===== src/rtl/sobel_pkg.sv =====
`timescale 1ns / 1ps

package sobel_pkg;

  // Frame geometry and pixel depth
  localparam int FRAME_WIDTH  = 320;
  localparam int FRAME_HEIGHT = 240;
  localparam int PIXEL_BITS   = 8;

  // Port field widths
  localparam int PIX_PORT_W  = 8;
  localparam int EDGE_PORT_W = 11;
  localparam int ROW_PORT_W  = 8;
  localparam int COL_PORT_W  = 9;

  // Internal widths
  localparam int COL_CW = (FRAME_WIDTH  > 1) ? $clog2(FRAME_WIDTH)  : 1;
  localparam int ROW_CW = (FRAME_HEIGHT > 1) ? $clog2(FRAME_HEIGHT) : 1;

  typedef logic [PIXEL_BITS-1:0]        pixel_t;
  typedef logic [COL_CW-1:0]            col_t;
  typedef logic [ROW_CW-1:0]            row_t;
  typedef logic [PIXEL_BITS+1:0]        sum_t;   // top + 2*mid + bottom
  typedef logic signed [PIXEL_BITS:0]   diff_t;  // bottom - top
  typedef logic signed [PIXEL_BITS+2:0] grad_t;
  typedef logic [PIXEL_BITS+2:0]        mag_t;

  typedef logic [PIX_PORT_W-1:0]  pix_port_t;
  typedef logic [EDGE_PORT_W-1:0] edge_port_t;
  typedef logic [ROW_PORT_W-1:0]  row_port_t;
  typedef logic [COL_PORT_W-1:0]  col_port_t;

  // One window column, top to bottom
  typedef struct packed {
    pixel_t top;
    pixel_t mid;
    pixel_t bot;
  } column_t;

  // Per-column partial terms of the two kernels
  typedef struct packed {
    sum_t  vsum;
    diff_t vdiff;
  } col_terms_t;

  function automatic col_terms_t col_terms(input column_t c);
    col_terms_t r;
    r.vsum  = sum_t'(c.top) + (sum_t'(c.mid) << 1) + sum_t'(c.bot);
    r.vdiff = diff_t'({1'b0, c.bot}) - diff_t'({1'b0, c.top});
    return r;
  endfunction

  function automatic grad_t abs_grad(input grad_t g);
    return (g < 0) ? -g : g;
  endfunction

endpackage


===== src/rtl/sobel_cell.sv =====
`timescale 1ns / 1ps

// One window column: hold it, pass it on to the next cell on shift.
module sobel_cell (
  input  logic                  clk,
  input  logic                  shift,
  input  sobel_pkg::column_t    col_in,
  output sobel_pkg::column_t    col_out
);

  sobel_pkg::column_t col;

  always_ff @(posedge clk) begin
    if (shift) begin
      col <= col_in;
    end
  end

  assign col_out = col;

endmodule


===== config.mk =====
export PLATFORM = sky130hd
export DESIGN_NAME = sobel_cell
export DESIGN_NICKNAME = d
export VERILOG_FILES = /design/src/rtl/sobel_pkg.sv /design/src/rtl/sobel_cell.sv
export SDC_FILE = /design/constraint.sdc
export NUM_CORES = 1
export LEC_CHECK = 0
export ABC_CLOCK_PERIOD_IN_PS = 800
export CAP_MARGIN = 20
export CORE_AREA = 2 2 39 41
export DETAILED_ROUTE_END_ITERATION = 7
export DIE_AREA = 0 0 41 43
export DONT_BUFFER_PORTS = 1
export GPL_TIMING_DRIVEN = 0
export PLACE_DENSITY = 0.69
export SYNTH_ARGS = -nofsm -noshare
export SYNTH_HDL_FRONTEND = slang
export SYNTH_SLANG_ARGS = --single-unit

===== constraint.sdc =====
create_clock -name clk -period 0.8 [get_ports clk]
set_input_delay 0.08 -clock clk [delete_from_list [all_inputs] [get_ports clk]]
set_output_delay 0.08 -clock clk [all_outputs]
set_load 0.02 [all_outputs]

==> results of run 1 <==
-- layout make-up --
| cell class | count | area [um2] | share of cell area, % |
|---|---|---|---|
| sequential | 24 | 721 | 71.6 |
| clock inverter | 1 | 3.75 | 0.373 |
| timing repair buffer | 24 | 240 | 23.9 |
| clock buffer | 3 | 22.5 | 2.24 |
| tap | 16 | 20.0 | 1.99 |
-- path summary, 6_finish.rpt --
check | start | end
worst min-delay path | shift | col_out[17]
worst max-delay path | col_out[14] | col_out[14]
-- cells in the mapped netlist (all sizes together) --
cell	instances
edfxtp	24
-- power by group through the flow --
stage	registers, W	logic, W	clock network (W)
final	0.00166	0.0000941	0.000490
after CTS	0.00167	0.0000921	0.000515
after global placement	0.00169	0	0
after floorplan	0.00168	0	0
after global routing	0.00168	0.000100	0.000573
after detailed placement	0.00169	0	0
-- layer usage --
layer	global-route usage, %	up-vias
met5	0	-
met4	12.0	0
met3	5.24	2
met2	23.4	35
met1	17.4	158
li1	-	154
-- logic make-up after synthesis --
| group | Yosys count |
|---|---|
| DFF | 24 |
-- metrics by stage --
step	power (W)	std cells	setup TNS, ns	util [%]	hold slack, ns
2_1_floorplan	0.00168	24	0	-	0.179
3_3_place_gp	0.00169	40	0	53.5	0.179
3_5_place_dp	0.00169	40	0	53.5	0.179
4_1_cts	0.00227	68	-2.28	72.8	-0.133
5_1_grt	0.00235	68	-2.89	72.8	-0.151
6_report	0.00225	68	-1.87	72.8	-0.123
-- what timing repair did --
| item | CTS | global route |
|---|---|---|
| gates resized for setup | 0 | 0 |
| buffers inserted | 0 | 0 |
| setup endpoints to repair | 24 | 24 |
| pin swaps | 0 | 0 |
| hold endpoints to repair | 48 | 24 |
==> flow_summary.toml, run 1 <==
[outcome]
status = "finished with violations"
violations = "negative hold slack, negative setup slack"

[worst_setup_path]
required_ns = 0.72
path_max_fanout = 1
cp.depth = 0
worstSetupStartpointType = "flip-flop"
cp-end-kind = "output pin"
critPathKind = "flip-flop to output pin"
cp.arrival_ns = 0.81

[detailed_routing]
firstDrtPassIters = 3
ant_nets = 0
vias = 349
drc = 0
viasPerCell = 5.13
route.met2.wl_um = 643
top_layer = "met4"
met3_wirelength_um = 172
drtIter0Drc = 4
drt_wl_total_um = 1240
wl_met1_um = 418
post_drt_wl_per_cell_um = 18.3

[timing]
tightest_slew_ns = 0.228
fin_hold_ws_ns = -0.123
rsz0062_at_grt = "yes"
max_freq_mhz = 1120
finalCriticalPeriod_ns = 0.895
slew-limit-headroom_pct = 84.8
slew_violations = 0
setup_ws_ns = -0.0946
setup_violations = 24
hold_viol = 24
finalCritPeriodShare_pct = 112

[synthesis]
netlist_top_cells_area = "edfxtp_1"
yosys-mux-area-fraction_pct = 0
ys_seq_area_share_pct = 100
yosys.area_share.simple_pct = 0
synthXorXnorAreaFrac_pct = 0
synth_area_um2 = 721
yosys.area.top_type = "edfxtp_1"
synth.avg_cell_area_um2 = 30.0
synth.top_cell.area_share_pct = 100
synth.distinct_cells = 1
synth_fa_ha_area_share_pct = 0
synthCells = 24
synth-warning-count = 0
synth_compound_area_share_pct = 0
ys_ff_latch = 24
synthesis.nets = 50

[die]
start_util_pct = 52.1
num_rows = 14
die_w_um = 41
io_pins = 50
core_region_area_um2 = 1380
die_h_um = 43
die-area_um2 = 1760

[clock_tree]
cts_num_sinks = 24
cts-root-buf = "clkbuf_4"
cts_tree = "done"
holdBufCountCts = 24
htreeDepth = 1
cts_buffers = 3
cts.path.max_buffers = 2
cts.clk_slew.worst_paths_ns = 0.12

[layout]
largest_reg_flops = 24
layout-drive-gt1-share_pct = 5.77
nFillCells = 88
area_growth_syn_to_layout_pct = 39.8
layout.cell_area.non_filler_um2 = 1010
final_cell_mix = "edfxtp_1, dlygate4sd3_1, clkbuf_4"
nMultiInputCombCells = 0
diodes = 0
fin_nets = 79
multi_input_area_um2 = 0

[placed_design]
globalplace.congestion = 0.602
placed_cell_area_um2 = 741
place_ws_ns = 0.243
io_buffers = 0

[power]
p_leak_nw = 0.350
clkPwrFrac_pct = 21.8
p_sw_share_pct = 21.6
power_frac_seq_pct = 74.0
peakVddDrop_uv = 1660
netSwitchingPower_w = 0.000486
p_int_w = 0.00176
p_per_area_nw_per_um2 = 2230
p_comb_share_pct = 4.2

[run]
drv_cap = 0

[global_routing]
grt_max_degree = 25
track_usage_pct = 15.7
grt_pass1_wl_um = 1660
overflow = 0
grt_pass1_vias = 385
antenna_found_initial = 0

[min_path]
whs_path_depth = 0
hold_class = "input pin to flip-flop"
Power figures use the tool's default switching activity.
==> run 2, diff against run 1 <==
- ABC_CLOCK_PERIOD_IN_PS: 800 -> 1000
- CTS_BUF_LIST: unset -> sky130_fd_sc_hd__clkbuf_16
- RECOVER_POWER: unset -> 50
- clock period: 0.8 -> 1 ns (I/O delays scaled with it)
==> run 2 against run 1 <==
The run ends with negative hold slack left. Routed wire length increased by 3.9%. Total power decreased by 0.91%. First-iteration DRC count increased by 75%. Clock power increased by 67%. Hold slack improved by 0.082 ns. Critical path depth unchanged. Worst setup slack improved by 0.25 ns. Via count decreased by 0.86%. Largest cell class unchanged. Cell count unchanged. Core utilization increased by 3.8 points. Global-route usage increased by 0.19 points.
==> flow_summary.toml, run 2 (synthesis gave the netlist of run 1 again) <==
[global_routing]
grt_max_degree = 25
overflow = 0
grt_pass1_wl_um = 1730
track_usage_pct = 15.9
grt_pass1_vias = 366
antenna_found_initial = 0

[power]
p_per_area_nw_per_um2 = 2100
netSwitchingPower_w = 0.000428
p_leak_nw = 0.374
peakVddDrop_uv = 1320
p_int_w = 0.00180
power_w = 0.00223
clkPwrFrac_pct = 36.7
p_comb_share_pct = 3.4
power_frac_seq_pct = 59.9
p_sw_share_pct = 19.2

[worst_setup_path]
worstSetupStartpointType = "flip-flop"
critPathKind = "flip-flop to output pin"
startpoint = "col_out[10]"
path_max_fanout = 1
cp-end-kind = "output pin"
required_ns = 0.90
cp.arrival_ns = 0.74

[outcome]
status = "finished with violations"
violations = "negative hold slack"

[clock_tree]
htreeDepth = 1
holdBufCountCts = 24
cts-root-buf = "clkbuf_16"
post_cts_buffers = 0
cts_buffers = 3
cts_resized = 0
cts.path.max_buffers = 2
cts_tree = "done"
cts.clk_slew.worst_paths_ns = 0.06
cts_num_sinks = 24

[die]
die-area_um2 = 1760
die_h_um = 43
start_util_pct = 52.1
core_region_area_um2 = 1380
io_pins = 50
num_rows = 14
die_w_um = 41

[timing]
fin_hold_ws_ns = -0.0412
rsz0062_at_grt = "no"
hold_viol = 24
finalCritPeriodShare_pct = 84.0
slew-limit-headroom_pct = 84.6
slew_violations = 0
tns_ns = 0
tightest_slew_ns = 0.232
setup_ws_ns = 0.160
max_freq_mhz = 1190
setup_violations = 0
finalCriticalPeriod_ns = 0.840

[layout]
multi_input_area_um2 = 0
diodes = 0
nMultiInputCombCells = 0
area_growth_syn_to_layout_pct = 47.0
largest_reg_flops = 24
nFillCells = 80
regArea_um2 = 721
layout.cell_area.non_filler_um2 = 1060
layout-drive-gt1-share_pct = 5.77
finalNonFillerCells = 68
final_cell_mix = "edfxtp_1, dlygate4sd3_1, clkbuf_16"
fin_nets = 79

[placed_design]
placed_cell_area_um2 = 741
place_ws_ns = 0.423
globalplace.congestion = 0.602
io_buffers = 0
dpl.cell_count = 40

[detailed_routing]
drtIter0Drc = 7
drc = 0
ant_nets = 0
drt_wl_total_um = 1290
firstDrtPassIters = 4
post_drt_wl_per_cell_um = 19.0
viasPerCell = 5.09
vias = 346

[min_path]
hold_start = "shift"
hold_class = "input pin to flip-flop"

[run]
drv_cap = 0
[run 2: layout make-up]
class / instances / area share, %
Tap cell: 16 / 1.89
Clock inverter: 1 / 0.354
Sequential cell: 24 / 68.0
Clock buffer: 3 / 7.08
Timing Repair Buffer: 24 / 22.7
[run 2: power groups by stage]
stage	clock (W)	combinational (W)	sequential (W)
6_report	0.000817	0.0000760	0.00133
5_1_grt	0.000883	0.0000809	0.00134
4_1_cts	0.000835	0.0000737	0.00133
3_5_place_dp	0	0	0.00136
3_3_place_gp	0	0	0.00136
2_1_floorplan	0	0	0.00134
[run 2: metrics by stage]
step	utilization (%)	hold slack [ns]
final	76.6	-0.0412
after global routing	76.6	-0.0498
after CTS	76.6	-0.0418
after detailed placement	53.5	0.199
after global placement	53.5	0.199
after floorplan	-	0.199
[run 2: final timing paths]
check	depth (start not counted)	end	slack, ns
worst min-delay path	0	col_out[17]	-0.04
worst max-delay path	0	col_out[10]	0.16
[run 2: routing by layer]
metal | up-vias | share of wire (%) | global-route usage [%]
li1 | 153 | - | -
met1 | 156 | 35 | 16.5
met2 | 35 | 49 | 25.0
met3 | 2 | 15 | 9.42
met4 | 0 | 0.70 | 6.00
met5 | - | 0 | 0
